`src/hw/rtl/dppd_pkg.sv`:
```
`timescale 1ns / 1ps
// ----------------------------------------------------------------------------
// dppd_pkg
// Shared constants, types and codes of the page packet deframer.
// ----------------------------------------------------------------------------
package dppd_pkg;

  localparam int unsigned HEADER_WORDS = 32;
  localparam int unsigned PAGE_WORDS   = 524288;
  localparam int unsigned POS_W        = $clog2(PAGE_WORDS) + 1;
  localparam int unsigned LIM_W        = 34;
  localparam int unsigned LEN_W        = 16;
  localparam int unsigned WORD_W       = 32;
  localparam int unsigned TRL_W        = 3;
  localparam int unsigned VB_W         = 3;
  localparam int unsigned FIFO_DEPTH   = 4;
  localparam int unsigned FIFO_AW      = $clog2(FIFO_DEPTH);

  localparam logic [TRL_W-1:0] TRAILER_RESET = 3'd4;
  localparam logic [VB_W-1:0]  BYTES_PER_WORD = 3'd4;

  typedef enum logic [2:0] {
    PH_IDLE,
    PH_HEADER,
    PH_TSTAMP,
    PH_LENGTH,
    PH_PAYLOAD
  } phase_t;

  typedef struct packed {
    logic [WORD_W-1:0] payload_word;
    logic [VB_W-1:0]   valid_bytes;
    logic              end_of_packet;
    logic [LEN_W-1:0]  packet_bytes;
    logic              end_of_page;
    logic              page_number;
  } result_t;

  typedef struct packed {
    logic    valid;
    result_t data;
  } push_t;

  typedef struct packed {
    logic full;
    logic empty;
  } fifo_stat_t;

endpackage

```
`src/hw/rtl/dppd_if.sv`:
```
`timescale 1ns / 1ps
// ----------------------------------------------------------------------------
// dppd_in_if / dppd_out_if
// Valid/ready channels for page words in and payload words out.
// ----------------------------------------------------------------------------
interface dppd_in_if;
  logic        valid;
  logic        ready;
  logic [31:0] page_word;
  logic        page_start;

  modport source (output valid, output page_word, output page_start, input ready);
  modport sink (input valid, input page_word, input page_start, output ready);
endinterface

interface dppd_out_if;
  logic        valid;
  logic        ready;
  logic [31:0] payload_word;
  logic [2:0]  valid_bytes;
  logic        end_of_packet;
  logic [15:0] packet_bytes;
  logic        end_of_page;
  logic        page_number;

  modport source (output valid, output payload_word, output valid_bytes,
                  output end_of_packet, output packet_bytes, output end_of_page,
                  output page_number, input ready);
  modport sink (input valid, input payload_word, input valid_bytes,
                input end_of_packet, input packet_bytes, input end_of_page,
                input page_number, output ready);
endinterface

```
`src/hw/rtl/dppd_parser.sv`:
```
`timescale 1ns / 1ps
// ----------------------------------------------------------------------------
// dppd_parser
// Front end: accepts page words, tracks the page layout and classifies each
// word, pushing one result per delivered payload word into the queue.
// ----------------------------------------------------------------------------
module dppd_parser (
  input  logic                       clk,
  input  logic                       rst_n,
  dppd_in_if.sink                    in_ch,
  input  logic                       cfg_wr_en,
  input  logic [dppd_pkg::TRL_W-1:0] cfg_wr_data,
  input  dppd_pkg::fifo_stat_t       stat,
  output dppd_pkg::push_t            push
);
  import dppd_pkg::*;

  phase_t             phase_r, phase_nxt;
  logic [POS_W-1:0]   pos_r, pos_nxt;
  logic [POS_W-1:0]   limit_r, limit_nxt;
  logic [LEN_W-1:0]   btd_r, btd_nxt;
  logic [LEN_W-1:0]   skip_r, skip_nxt;
  logic [LEN_W-1:0]   cpb_r, cpb_nxt;
  logic               toggle_r, toggle_nxt;
  logic [TRL_W-1:0]   trailer_r;

  logic               accept;
  logic [POS_W-1:0]   pos_inc;
  logic               more_records;
  logic [LIM_W-1:0]   lim_full;
  logic [LEN_W-1:0]   len;
  logic [LEN_W:0]     len_pad;
  logic [LEN_W-1:0]   skip_calc;
  logic [LEN_W-1:0]   trl_ext;
  logic [VB_W-1:0]    vb;
  logic               closes;
  logic [LEN_W-1:0]   skip_dec;

  assign in_ch.ready = !stat.full;
  assign accept      = in_ch.valid && in_ch.ready;

  assign pos_inc      = pos_r + POS_W'(1);
  assign more_records = ({1'b0, pos_inc} + (POS_W+1)'(1)) < {1'b0, limit_r};
  assign lim_full     = {1'b0, in_ch.page_word, 1'b0} + LIM_W'(HEADER_WORDS);
  assign len          = in_ch.page_word[LEN_W-1:0];
  assign len_pad      = {1'b0, len} + (LEN_W+1)'(7);
  assign skip_calc    = LEN_W'({len_pad[LEN_W:3], 1'b0});
  assign trl_ext      = LEN_W'(trailer_r);
  assign vb           = (btd_r < LEN_W'(BYTES_PER_WORD)) ? btd_r[VB_W-1:0] : BYTES_PER_WORD;
  assign closes       = ({1'b0, pos_inc} + (POS_W+1)'(skip_r)) >= {1'b0, limit_r};
  assign skip_dec     = skip_r - LEN_W'(1);

  always_ff @(posedge clk) begin
    if (!rst_n) begin
      phase_r   <= PH_IDLE;
      pos_r     <= '0;
      limit_r   <= '0;
      btd_r     <= '0;
      skip_r    <= '0;
      cpb_r     <= '0;
      toggle_r  <= 1'b0;
      trailer_r <= TRAILER_RESET;
    end else begin
      phase_r  <= phase_nxt;
      pos_r    <= pos_nxt;
      limit_r  <= limit_nxt;
      btd_r    <= btd_nxt;
      skip_r   <= skip_nxt;
      cpb_r    <= cpb_nxt;
      toggle_r <= toggle_nxt;
      if (cfg_wr_en) begin
        trailer_r <= cfg_wr_data;
      end
    end
  end

  always_comb begin
    phase_nxt  = phase_r;
    pos_nxt    = pos_r;
    limit_nxt  = limit_r;
    btd_nxt    = btd_r;
    skip_nxt   = skip_r;
    cpb_nxt    = cpb_r;
    toggle_nxt = toggle_r;
    push.valid              = 1'b0;
    push.data.payload_word  = in_ch.page_word;
    push.data.valid_bytes   = vb;
    push.data.end_of_packet = (btd_r == LEN_W'(vb));
    push.data.packet_bytes  = cpb_r;
    push.data.end_of_page   = closes;
    push.data.page_number   = ~toggle_r;
    if (accept) begin
      if (in_ch.page_start) begin
        toggle_nxt = !toggle_r;
        limit_nxt  = (lim_full > LIM_W'(PAGE_WORDS)) ? POS_W'(PAGE_WORDS) : lim_full[POS_W-1:0];
        pos_nxt    = '0;
        btd_nxt    = '0;
        skip_nxt   = '0;
        cpb_nxt    = '0;
        phase_nxt  = (in_ch.page_word == '0) ? PH_IDLE : PH_HEADER;
      end else if (phase_r != PH_IDLE) begin
        if (pos_inc >= POS_W'(PAGE_WORDS)) begin
          phase_nxt = PH_IDLE;
        end else begin
          pos_nxt = pos_inc;
          unique case (phase_r)
            PH_HEADER: begin
              if (pos_inc >= POS_W'(HEADER_WORDS - 1)) begin
                phase_nxt = more_records ? PH_TSTAMP : PH_IDLE;
              end
            end
            PH_TSTAMP: begin
              phase_nxt = PH_LENGTH;
            end
            PH_LENGTH: begin
              skip_nxt = skip_calc;
              btd_nxt  = (len > trl_ext) ? len - trl_ext : '0;
              cpb_nxt  = (len > trl_ext) ? len - trl_ext : '0;
              if (skip_calc == '0) begin
                phase_nxt = more_records ? PH_TSTAMP : PH_IDLE;
              end else begin
                phase_nxt = PH_PAYLOAD;
              end
            end
            PH_PAYLOAD: begin
              if (btd_r != '0) begin
                push.valid = 1'b1;
                btd_nxt    = btd_r - LEN_W'(vb);
              end
              skip_nxt = skip_dec;
              if (skip_dec == '0) begin
                phase_nxt = more_records ? PH_TSTAMP : PH_IDLE;
              end
            end
            default: begin
              phase_nxt = PH_IDLE;
            end
          endcase
        end
      end
    end
  end

endmodule

```
`src/hw/rtl/dppd_fifo.sv`:
```
`timescale 1ns / 1ps
// ----------------------------------------------------------------------------
// dppd_fifo
// Short result queue between the parser and the output stage.
// ----------------------------------------------------------------------------
module dppd_fifo (
  input  logic                 clk,
  input  logic                 rst_n,
  input  dppd_pkg::push_t      push,
  input  logic                 pop,
  output dppd_pkg::result_t    head,
  output dppd_pkg::fifo_stat_t stat
);
  import dppd_pkg::*;

  result_t            mem [FIFO_DEPTH];
  logic [FIFO_AW-1:0] wr_ptr_r, rd_ptr_r;
  logic [FIFO_AW:0]   count_r, count_nxt;
  logic               do_push, do_pop;

  assign stat.full  = (count_r == (FIFO_AW+1)'(FIFO_DEPTH));
  assign stat.empty = (count_r == '0);
  assign do_push    = push.valid && !stat.full;
  assign do_pop     = pop && !stat.empty;
  assign head       = mem[rd_ptr_r];

  always_comb begin
    count_nxt = count_r;
    if (do_push && !do_pop) begin
      count_nxt = count_r + (FIFO_AW+1)'(1);
    end else if (do_pop && !do_push) begin
      count_nxt = count_r - (FIFO_AW+1)'(1);
    end
  end

  always_ff @(posedge clk) begin
    if (!rst_n) begin
      wr_ptr_r <= '0;
      rd_ptr_r <= '0;
      count_r  <= '0;
    end else begin
      count_r <= count_nxt;
      if (do_push) begin
        wr_ptr_r <= wr_ptr_r + FIFO_AW'(1);
      end
      if (do_pop) begin
        rd_ptr_r <= rd_ptr_r + FIFO_AW'(1);
      end
    end
  end

  always_ff @(posedge clk) begin
    if (do_push) begin
      mem[wr_ptr_r] <= push.data;
    end
  end

endmodule

```
`src/hw/rtl/dppd_emitter.sv`:
```
`timescale 1ns / 1ps
// ----------------------------------------------------------------------------
// dppd_emitter
// Back end: moves queued results into the output register and presents them.
// ----------------------------------------------------------------------------
module dppd_emitter (
  input  logic                 clk,
  input  logic                 rst_n,
  input  dppd_pkg::result_t    head,
  input  dppd_pkg::fifo_stat_t stat,
  output logic                 pop,
  dppd_out_if.source           out_ch
);
  import dppd_pkg::*;

  logic    valid_r;
  result_t data_r;

  assign pop = !stat.empty && (!valid_r || out_ch.ready);

  always_ff @(posedge clk) begin
    if (!rst_n) begin
      valid_r <= 1'b0;
    end else if (pop) begin
      valid_r <= 1'b1;
    end else if (out_ch.ready) begin
      valid_r <= 1'b0;
    end
  end

  always_ff @(posedge clk) begin
    if (pop) begin
      data_r <= head;
    end
  end

  assign out_ch.valid         = valid_r;
  assign out_ch.payload_word  = data_r.payload_word;
  assign out_ch.valid_bytes   = data_r.valid_bytes;
  assign out_ch.end_of_packet = data_r.end_of_packet;
  assign out_ch.packet_bytes  = data_r.packet_bytes;
  assign out_ch.end_of_page   = data_r.end_of_page;
  assign out_ch.page_number   = data_r.page_number;

endmodule

```
`src/hw/rtl/dma_page_packet_deframer_top.sv`:
```
`timescale 1ns / 1ps
// ----------------------------------------------------------------------------
// dma_page_packet_deframer_top
// Receive page deframer: strips the page header and record framing and
// delivers packet payload words without their trailing check bytes.
// ----------------------------------------------------------------------------
// Takes one page word per cycle while the result queue has room and, once the
// first result has passed the queue and output register, gives one payload
// word per cycle while out_ch.ready is high. The parser never stalls a word, so
// the rate is set only by the four-entry result queue, which holds input ready
// low when full because the result side is stalled. Words of headers,
// timestamps, lengths and padding produce no result. Write cfg_wr_data
// (trailer bytes) only while the block is idle.
module dma_page_packet_deframer_top (
  input  logic                       clk,
  input  logic                       rst_n,
  dppd_in_if.sink                    in_ch,
  dppd_out_if.source                 out_ch,
  input  logic                       cfg_wr_en,
  input  logic [dppd_pkg::TRL_W-1:0] cfg_wr_data
);
  import dppd_pkg::*;

  push_t      push;
  fifo_stat_t stat;
  result_t    head;
  logic       pop;

  dppd_parser u_parser (
    .clk         (clk),
    .rst_n       (rst_n),
    .in_ch       (in_ch),
    .cfg_wr_en   (cfg_wr_en),
    .cfg_wr_data (cfg_wr_data),
    .stat        (stat),
    .push        (push)
  );

  dppd_fifo u_fifo (
    .clk   (clk),
    .rst_n (rst_n),
    .push  (push),
    .pop   (pop),
    .head  (head),
    .stat  (stat)
  );

  dppd_emitter u_emitter (
    .clk    (clk),
    .rst_n  (rst_n),
    .head   (head),
    .stat   (stat),
    .pop    (pop),
    .out_ch (out_ch)
  );

`ifndef NO_ASSERTIONS
  a_no_push_when_full: assert property (@(posedge clk) disable iff (!rst_n)
    !(push.valid && stat.full))
    else $error("result pushed into a full queue");

  a_no_pop_when_empty: assert property (@(posedge clk) disable iff (!rst_n)
    !(pop && stat.empty))
    else $error("result popped from an empty queue");

  a_push_needs_transaction: assert property (@(posedge clk) disable iff (!rst_n)
    push.valid |-> (in_ch.valid && in_ch.ready && !in_ch.page_start))
    else $error("result produced without an accepted payload word");

  a_out_idle_after_reset: assert property (@(posedge clk)
    !rst_n |=> !out_ch.valid)
    else $error("output valid after reset");
`endif

endmodule

```
`src/flat_wrapper.sv`:
```
// flat-port wrapper written by rule: the top's interface ports become plain ports
module dma_page_packet_deframer_top_flat import dppd_pkg::*;
  (clk, rst_n, cfg_wr_en, cfg_wr_data, in_ch_valid, in_ch_page_word, in_ch_page_start, in_ch_ready, out_ch_valid, out_ch_payload_word, out_ch_valid_bytes, out_ch_end_of_packet, out_ch_packet_bytes, out_ch_end_of_page, out_ch_page_number, out_ch_ready);
  dppd_in_if in_ch_i ();
  dppd_out_if out_ch_i ();
  input  logic clk;
  input  logic rst_n;
  input  logic cfg_wr_en;
  input  logic [dppd_pkg::TRL_W-1:0] cfg_wr_data;
  input wire logic [$bits(in_ch_i.valid)-1:0] in_ch_valid;
  input wire logic [$bits(in_ch_i.page_word)-1:0] in_ch_page_word;
  input wire logic [$bits(in_ch_i.page_start)-1:0] in_ch_page_start;
  output wire logic [$bits(in_ch_i.ready)-1:0] in_ch_ready;
  output wire logic [$bits(out_ch_i.valid)-1:0] out_ch_valid;
  output wire logic [$bits(out_ch_i.payload_word)-1:0] out_ch_payload_word;
  output wire logic [$bits(out_ch_i.valid_bytes)-1:0] out_ch_valid_bytes;
  output wire logic [$bits(out_ch_i.end_of_packet)-1:0] out_ch_end_of_packet;
  output wire logic [$bits(out_ch_i.packet_bytes)-1:0] out_ch_packet_bytes;
  output wire logic [$bits(out_ch_i.end_of_page)-1:0] out_ch_end_of_page;
  output wire logic [$bits(out_ch_i.page_number)-1:0] out_ch_page_number;
  input wire logic [$bits(out_ch_i.ready)-1:0] out_ch_ready;
  assign in_ch_i.valid = in_ch_valid;
  assign in_ch_i.page_word = in_ch_page_word;
  assign in_ch_i.page_start = in_ch_page_start;
  assign in_ch_ready = in_ch_i.ready;
  assign out_ch_valid = out_ch_i.valid;
  assign out_ch_payload_word = out_ch_i.payload_word;
  assign out_ch_valid_bytes = out_ch_i.valid_bytes;
  assign out_ch_end_of_packet = out_ch_i.end_of_packet;
  assign out_ch_packet_bytes = out_ch_i.packet_bytes;
  assign out_ch_end_of_page = out_ch_i.end_of_page;
  assign out_ch_page_number = out_ch_i.page_number;
  assign out_ch_i.ready = out_ch_ready;
  dma_page_packet_deframer_top u_core (.clk(clk), .rst_n(rst_n), .in_ch(in_ch_i), .out_ch(out_ch_i), .cfg_wr_en(cfg_wr_en), .cfg_wr_data(cfg_wr_data));
endmodule
```
`config.mk`:
```
export PLATFORM = sky130hd
export DESIGN_NAME = dma_page_packet_deframer_top_flat
export DESIGN_NICKNAME = d
export VERILOG_FILES = /design/src/hw/rtl/dppd_pkg.sv /design/src/hw/rtl/dppd_if.sv /design/src/hw/rtl/dppd_parser.sv /design/src/hw/rtl/dppd_fifo.sv /design/src/hw/rtl/dppd_emitter.sv /design/src/hw/rtl/dma_page_packet_deframer_top.sv /design/src/flat_wrapper.sv
export SDC_FILE = /design/constraint.sdc
export NUM_CORES = 1
export LEC_CHECK = 0
export ABC_AREA = 1
export BUFFER_PORTS_ARGS = -buffer_cell sky130_fd_sc_hd__buf_2
export CAP_MARGIN = 20
export CELL_PAD_IN_SITES_DETAIL_PLACEMENT = 1
export CELL_PAD_IN_SITES_GLOBAL_PLACEMENT = 1
export CORE_ASPECT_RATIO = 0.75
export CORE_MARGIN = 3
export CORE_UTILIZATION = 43
export CTS_CLUSTER_SIZE = 12
export DETAILED_ROUTE_END_ITERATION = 8
export PLACE_DENSITY = 0.69
export SKIP_CTS_REPAIR_TIMING = 1
export SLEW_MARGIN = 20
export SYNTH_ARGS = -nofsm -noshare
export SYNTH_HDL_FRONTEND = slang
export SYNTH_SLANG_ARGS = --single-unit
```
`constraint.sdc`:
```
create_clock -name clk -period 9.6 [get_ports clk]
set_input_delay 1.92 -clock clk [delete_from_list [all_inputs] [get_ports clk]]
set_output_delay 1.92 -clock clk [all_outputs]
set_load 0.03 [all_outputs]
```
# ---- After elaboration in Yosys (flattened, before gate mapping)
# Memories as Yosys holds them, arrays and structs flattened. A register that Yosys moved wholly into a read port is not among the register bits.
# Cells that the tools add are included.
dict set report totals {
  register_bits 103
  ram_bits 216
  inputBits 41
  out_inout_bits 56
  elab_cells 113
  memories 1
}
# name depth width read_ports rd_clocked_by_memory_dff wr line_no
set mem_list {}
lappend mem_list {u_core.u_fifo.mem 4 54 1 1 1 dppd_fifo.sv:16} ;# result_t mem [FIFO_DEPTH];
dict set report op_classes {
  n_addsub 12
  n_lt_le_gt_ge 7
  eq_ne 10
  muxes 40
  n_bitwise 1
  reduce_logical 30
}
# op n
set op_table {}
lappend op_table {{16-bit two-way mux} 12}
lappend op_table {{20-bit two-way mux} 4}
lappend op_table {{16-bit case mux with 2 select lines} 2}
lappend op_table {{33-bit by 6-bit adder with 34-bit output, second input constant} 1}
lappend op_table {{34-bit by 20-bit greater-than comparator with 1-bit output, second input constant} 1}
lappend op_table {{16-bit logical NOT} 2}
lappend op_table {{32-bit logical NOT} 1}
lappend op_table {{16-bit by 3-bit subtractor with 16-bit output} 2}
lappend op_table {{3-bit two-way mux} 9}
lappend op_table {{20-bit by 1-bit adder with 21-bit output, second input constant} 1}
lappend op_table {{20-bit by 16-bit adder with 21-bit output} 1}
lappend op_table {{21-bit by 20-bit greater-or-equal comparator with 1-bit output} 1}
lappend op_table {{21-bit by 20-bit less-than comparator with 1-bit output} 1}
lappend op_table {{20-bit by 1-bit adder with 20-bit output, second input constant} 1}
lappend op_table {{20-bit greater-or-equal comparator, second input constant} 1}
lappend op_table {{20-bit by 5-bit greater-or-equal comparator with 1-bit output, second input constant} 1}
lappend op_table {{16-bit by 3-bit adder with 17-bit output, second input constant} 1}
lappend op_table {{16-bit by 3-bit equality test with 1-bit output} 1}
lappend op_table {{16-bit by 3-bit greater-than comparator with 1-bit output} 1}
lappend op_table {{16-bit by 3-bit less-than comparator with 1-bit output, second input constant} 1}
lappend op_table {{16-bit nonzero test} 1}
lappend op_table {{16-bit by 1-bit subtractor with 16-bit output, second input constant} 1}
lappend op_table {{3-bit case mux with 4 select lines} 1}
lappend op_table {{4-bit AND reduction} 3}
lappend op_table {{21 further kinds} 49}

# ---- Logic depth before layout (Yosys ltp)
dict set report logic_depth {
  depth_word 12
  ltp_mapped 28
  depth_no_buf 28
}

# ---- By module
# From an unflattened synthesis, not the netlist that was laid out.
dict set report hier_totals {
  cells_unflattened 2178
  area_unflattened_um2 19331.0
}
# mod instances cells_per_inst area_per_inst_um2 seq_area_each_um2
set modules_own_cells {}
lappend modules_own_cells {dppd_parser 1 1526 9188.8 1881.8}
lappend modules_own_cells {dppd_fifo 1 592 8473.1 6666.4}
lappend modules_own_cells {dppd_emitter 1 60 1669.1 1641.6}

# ---- Least setup slack after synthesis
# No wires, ideal clock.
dict set report synth_path {
  path_type {input to register}
  start {input port out_ch_ready}
  end {register u_core.u_fifo.count_r[1]}
  setup_ps 120
  arrival_ps 6046
  required_ps 9480
  setup_slack_ps 3434
  path_stages 8
  n_path_buf 0
  path_cell_list {nor2_1 a31oi_1 inv_1 ha_1 inv_1 fa_1 o21ai_0 a21oi_1}
}
dict set report synth_between {
  elab_chain_cells 6
  elab_cells_between_ends 8
  cone_classes {1 x mux; 7 x reduce/logical}
}
# item line_no
set synth_lines {}
lappend synth_lines {{start: declaration} flat_wrapper.sv:21} ;# input wire logic [$bits(out_ch_i.ready)-1:0] out_ch_ready;
lappend synth_lines {{1-bit logical OR} dppd_emitter.sv:19} ;# assign pop = !stat.empty && (!valid_r || out_ch.ready);
lappend synth_lines {{1-bit logical AND} dppd_emitter.sv:19}
lappend synth_lines {{via u_core.pop} dma_page_packet_deframer_top.sv:27} ;# logic pop;
lappend synth_lines {{1-bit logical AND} dppd_fifo.sv:24} ;# assign do_pop = pop && !stat.empty;
lappend synth_lines {{1-bit logical NOT} dppd_fifo.sv:29} ;# if (do_push && !do_pop) begin
lappend synth_lines {{1-bit logical AND} dppd_fifo.sv:29}
lappend synth_lines {{3-bit two-way mux} dppd_fifo.sv:29}
lappend synth_lines {{via u_core.u_fifo.count_nxt[1]} dppd_fifo.sv:18} ;# logic [FIFO_AW:0] count_r, count_nxt;
lappend synth_lines {{end signal: assignment} dppd_fifo.sv:42} ;# count_r <= count_nxt;
lappend synth_lines {{end: declaration} dppd_fifo.sv:18}
# The timed path passes the listed nets, and every way through them passes these cells.
# A chain may end at the register's enable or synchronous reset.

==> qor_table.md <==
| Metric | Reported |
| --- | --- |
| Worst reg2reg path startpoint | u_core.u_parser.pos_r[0] |
| Top achievable clock speed | 209 MHz |
| Diode insertion count for antenna repair | 0 |
| Total power | 5.06 mW |
| Leading cell type in the layout, fill and taps excluded | nand2_1 |
| GR peak layer | met2 |
| Leakage power | 8.29 nW |
| Met2 track utilization from global routing | 0.393 |
| Number of library cell types mapped by synthesis | 54 |
| Placement Setup Slack | 4.93 ns |
| Final number of max-transition violations | 0 |
| Starting utilization of the core area | 0.442 |
| Global routing usage on met1 | 0.392 |
| Worst min-delay path category | flip-flop to flip-flop |
| Count of yosys warnings during synthesis | 0 |
| Post-Route Hold Slack | 0.474 ns |
| Sink Count | 372 |
| CP Launch Type | flip-flop |
| Switching power of the nets | 1.83 mW |
| Mapped Cells | 2097 |
| Post-synth design cell area | 18900 µm² |
| Average detailed-routed wire length per instance | 21.4 µm |
| Final WS setup | 4.82 ns |
| Filler cell count in the final layout | 4980 |
| Crit path kind | flip-flop to flip-flop |
| Total CTS buffers | 41 |
| Worst-path clk slew | 0.06 ns |
| Insertion delay to the later sink of the worst-skew pair | 0.55 ns |
| Share of the yosys chip area belonging to registers | 0.538 |
| Detailed Route WL | 59500 µm |
| Post-route clock period utilization | 0.498 |
| Register-to-Register Setup Slack | 4.82 ns |
| Number of buffers added on ports | 96 |
| DRT Pass-1 Iters | 5 |
| Final hold violations | 0 |
| H-tree levels | 2 |
| Endpoint class of the critical path | flip-flop |
| Post-Synth Adder-Cell Area | 0.0490 |
| Vias in the first global route | 15500 |
| Initial antenna violation count | 0 |
| Switching share of total power | 0.362 |
| Compound-gate portion of the synthesized area | 0.116 |
| P per Cell Area | 239 nW/µm² |
| Remaining global-route overflow | 0 |
| Clock Skews | 0.0220 ns |
| Critical Path Slowest Stage Cell | dfxtp_1 |
| End of the worst register-to-register path | u_core.u_fifo.mem[1][1] |
| Total global-route track usage | 0.256 |
| Arrival time at the worst endpoint | 5.15 ns |
| Core region area | 42700 µm² |
| Post-synthesis share of cell area spent on xor and xnor gates | 0.0418 |
| Final setup fails | 0 |
| Area growth from synthesis to layout | 12.4% |
| Via count | 15300 |
| Part of the power in the clock network | 0.302 |
| Die boundary width | 248 µm |
| Root Buffer | clkbuf_16 |
| Largest net degree at the start of global routing | 83 |
| Max-slew headroom | 0.339 |
| Run status | completed |
| Proportion of layout cells with a drive suffix above 1 | 0.0986 |
| Count of maximum capacitance violations | 0 |
| Maximum root-to-sink buffer count | 3 |
| CP endpoint | u_core.u_fifo.mem[1][1] |
| Cell type with the highest occurrence count on the critical path | nand2_1 |
| Post-detailed-placement half-perimeter wirelength | 41800 µm |
| CP max FO | 10 |
| Unrepaired setup endpoints after global routing | no |
| Fraction of power consumed by combinational cells | 0.281 |
| Met3 global-route usage | 0.0304 |
| Iter 0 DRT Violations | 1167 |
| Chip Height | 187 µm |
| TritonCTS clock tree | done |
| Setup TNS after final layout | 0 ns |
| Share of flip-flops with an asynchronous set or reset after synthesis | 0 |
| I/O pins | 97 |
| Reg power frac | 0.416 |
| Die area | 46400 µm² |
| Mean cell area of the mapped netlist | 8.99 µm² |
| Number of enable flip-flop cells after synthesis | 270 |
| Post-synth net total | 2210 |
| Worst setup path start | u_core.u_parser.pos_r[0] |
| ANT nets after route | 0 |
| Actual transition at the worst max-transition pin | 0.991 ns |
| Delay of the slowest cell on the worst path | 0.53 ns |
| Simple-gate portion of the synthesized area | 0.197 |
| First-pass GRT wire length | 91800 µm |
| Remaining DRCs | 0 |
| Global placement routability congestion | 0.916 |
| Number of nets in the final layout | 2291 |
| Critical Path RT | 9.97 ns |
| Internal | 3.23 mW |
| Top library cells by usage in the layout, fill and taps aside | nand2_1, nor2_1, edfxtp_1 |
| Most used DFF post-synth | edfxtp_1 |
| Worst Reg2Reg Path Length in Cells | 27 |
| Multiplexer area fraction after synthesis | 0 |
| Main combinational cell family by area after synthesis | simple AND/OR/NAND/NOR gates |
| Flops & latches, synth | 372 |
| Post-route minimum period | 4.78 ns |
| Vias per Instance | 5.51 |
| Std-Cell Rows | 65 |
| Maximum vdd drop | 0.378 mV |
how the worst min path moves through the flow:
stage	start	endpoint	slack [ns]	cells after the start
after floorplan	u_core.u_parser.pos_r[19]	u_core.u_parser.pos_r[19]	0.44	2
after global placement	u_core.u_parser.limit_r[16]	u_core.u_parser.limit_r[16]	0.46	2
after detailed placement	u_core.u_parser.limit_r[16]	u_core.u_parser.limit_r[16]	0.46	2
after CTS	u_core.u_parser.limit_r[17]	u_core.u_parser.limit_r[17]	0.48	2
after global routing	u_core.u_parser.limit_r[16]	u_core.u_parser.limit_r[16]	0.49	2
final	u_core.u_parser.limit_r[16]	u_core.u_parser.limit_r[16]	0.47	2
logic make-up (layout without fill, tap and decap cells):
group / after synthesis / count (layout)
compound gates: 401 / 401
fa+ha+maj: 72 / 72
simple gates: 888 / 888
buf+inv: 273 / 386
flops: 372 / 372
xor+xnor: 90 / 90
other cells: 1 / 1
metrics by stage:
step	area, µm²	std cells	util
final	21200	2779	0.496
after global routing	21200	2779	0.496
after CTS	21200	2779	0.496
after detailed placement	19900	2704	0.466
after global placement	19900	2704	0.466
after floorplan	18900	2097	-
critical path: cells and delay by family (launching register included):
family	cells	cell delay [ns]
XOR/XNOR	1	0.16
flip-flops	1	0.53
buffers and inverters	3	0.28
AND/OR/NAND/NOR	13	1.29
AO/OA/AOI/OAI	7	1.32
adder cells (fa/ha/maj)	3	1.00
layout make-up:
type	instances	area [µm²]	share of cell area
Timing Repair Buffer	111	593	0.0280
Clock inverter	14	140	0.00662
Clock buffer	61	1160	0.0548
Multi-Input combinational cell	1452	7670	0.362
Tap cell	569	712	0.0336
Inverter	200	752	0.0355
Sequential cell	372	10200	0.479
power by group through the flow:
stage	Combinational [mW]	Clock [mW]	Sequential, mW
after global routing	1.58	1.63	2.13
final	1.42	1.53	2.11
after CTS	1.44	1.56	2.11
after detailed placement	1.43	0	2.14
after global placement	1.40	0	2.14
after floorplan	0.733	0	2.35
state kept, by name, indices dropped and copies added (netlist names), 16 cells and up:
name / cells
u_core.u_emitter.out_ch.packet_bytes: 16
u_core.u_emitter.out_ch.payload_word: 32
u_core.u_fifo.mem: 216
u_core.u_parser.btd_r: 16
u_core.u_parser.cpb_r: 16
u_core.u_parser.limit_r: 19
u_core.u_parser.pos_r: 20
u_core.u_parser.skip_r: 16
Yosys cell counts, types with 7 or more instances:
library cell	n	share of area
nand2_2	9	0.0030
nor2_2	7	0.0023
dfxtp_1	102	0.11
xnor2_1	16	0.0074
edfxtp_1	270	0.43
nand4_1	23	0.0076
nand3b_1	10	0.0040
o21ai_0	171	0.045
ha_1	69	0.046
a21oi_1	126	0.033
buf_2	11	0.0029
nand3_1	85	0.023
nor3_1	34	0.0090
inv_2	10	0.0020
o22ai_1	66	0.022
nor2_1	321	0.064
o21ai_1	9	0.0024
nor4_1	7	0.0023
inv_1	187	0.037
clkbuf_1	54	0.011
xor2_1	74	0.034
nand2_1	380	0.076
routing by layer:
layer / vias up / routed length [µm]
met5: - / 0
met4: 0 / 1060
met3: 71 / 3140
met2: 393 / 26200
met1: 7552 / 29100
li1: 7297 / -
Power figures use the tool's default switching activity.
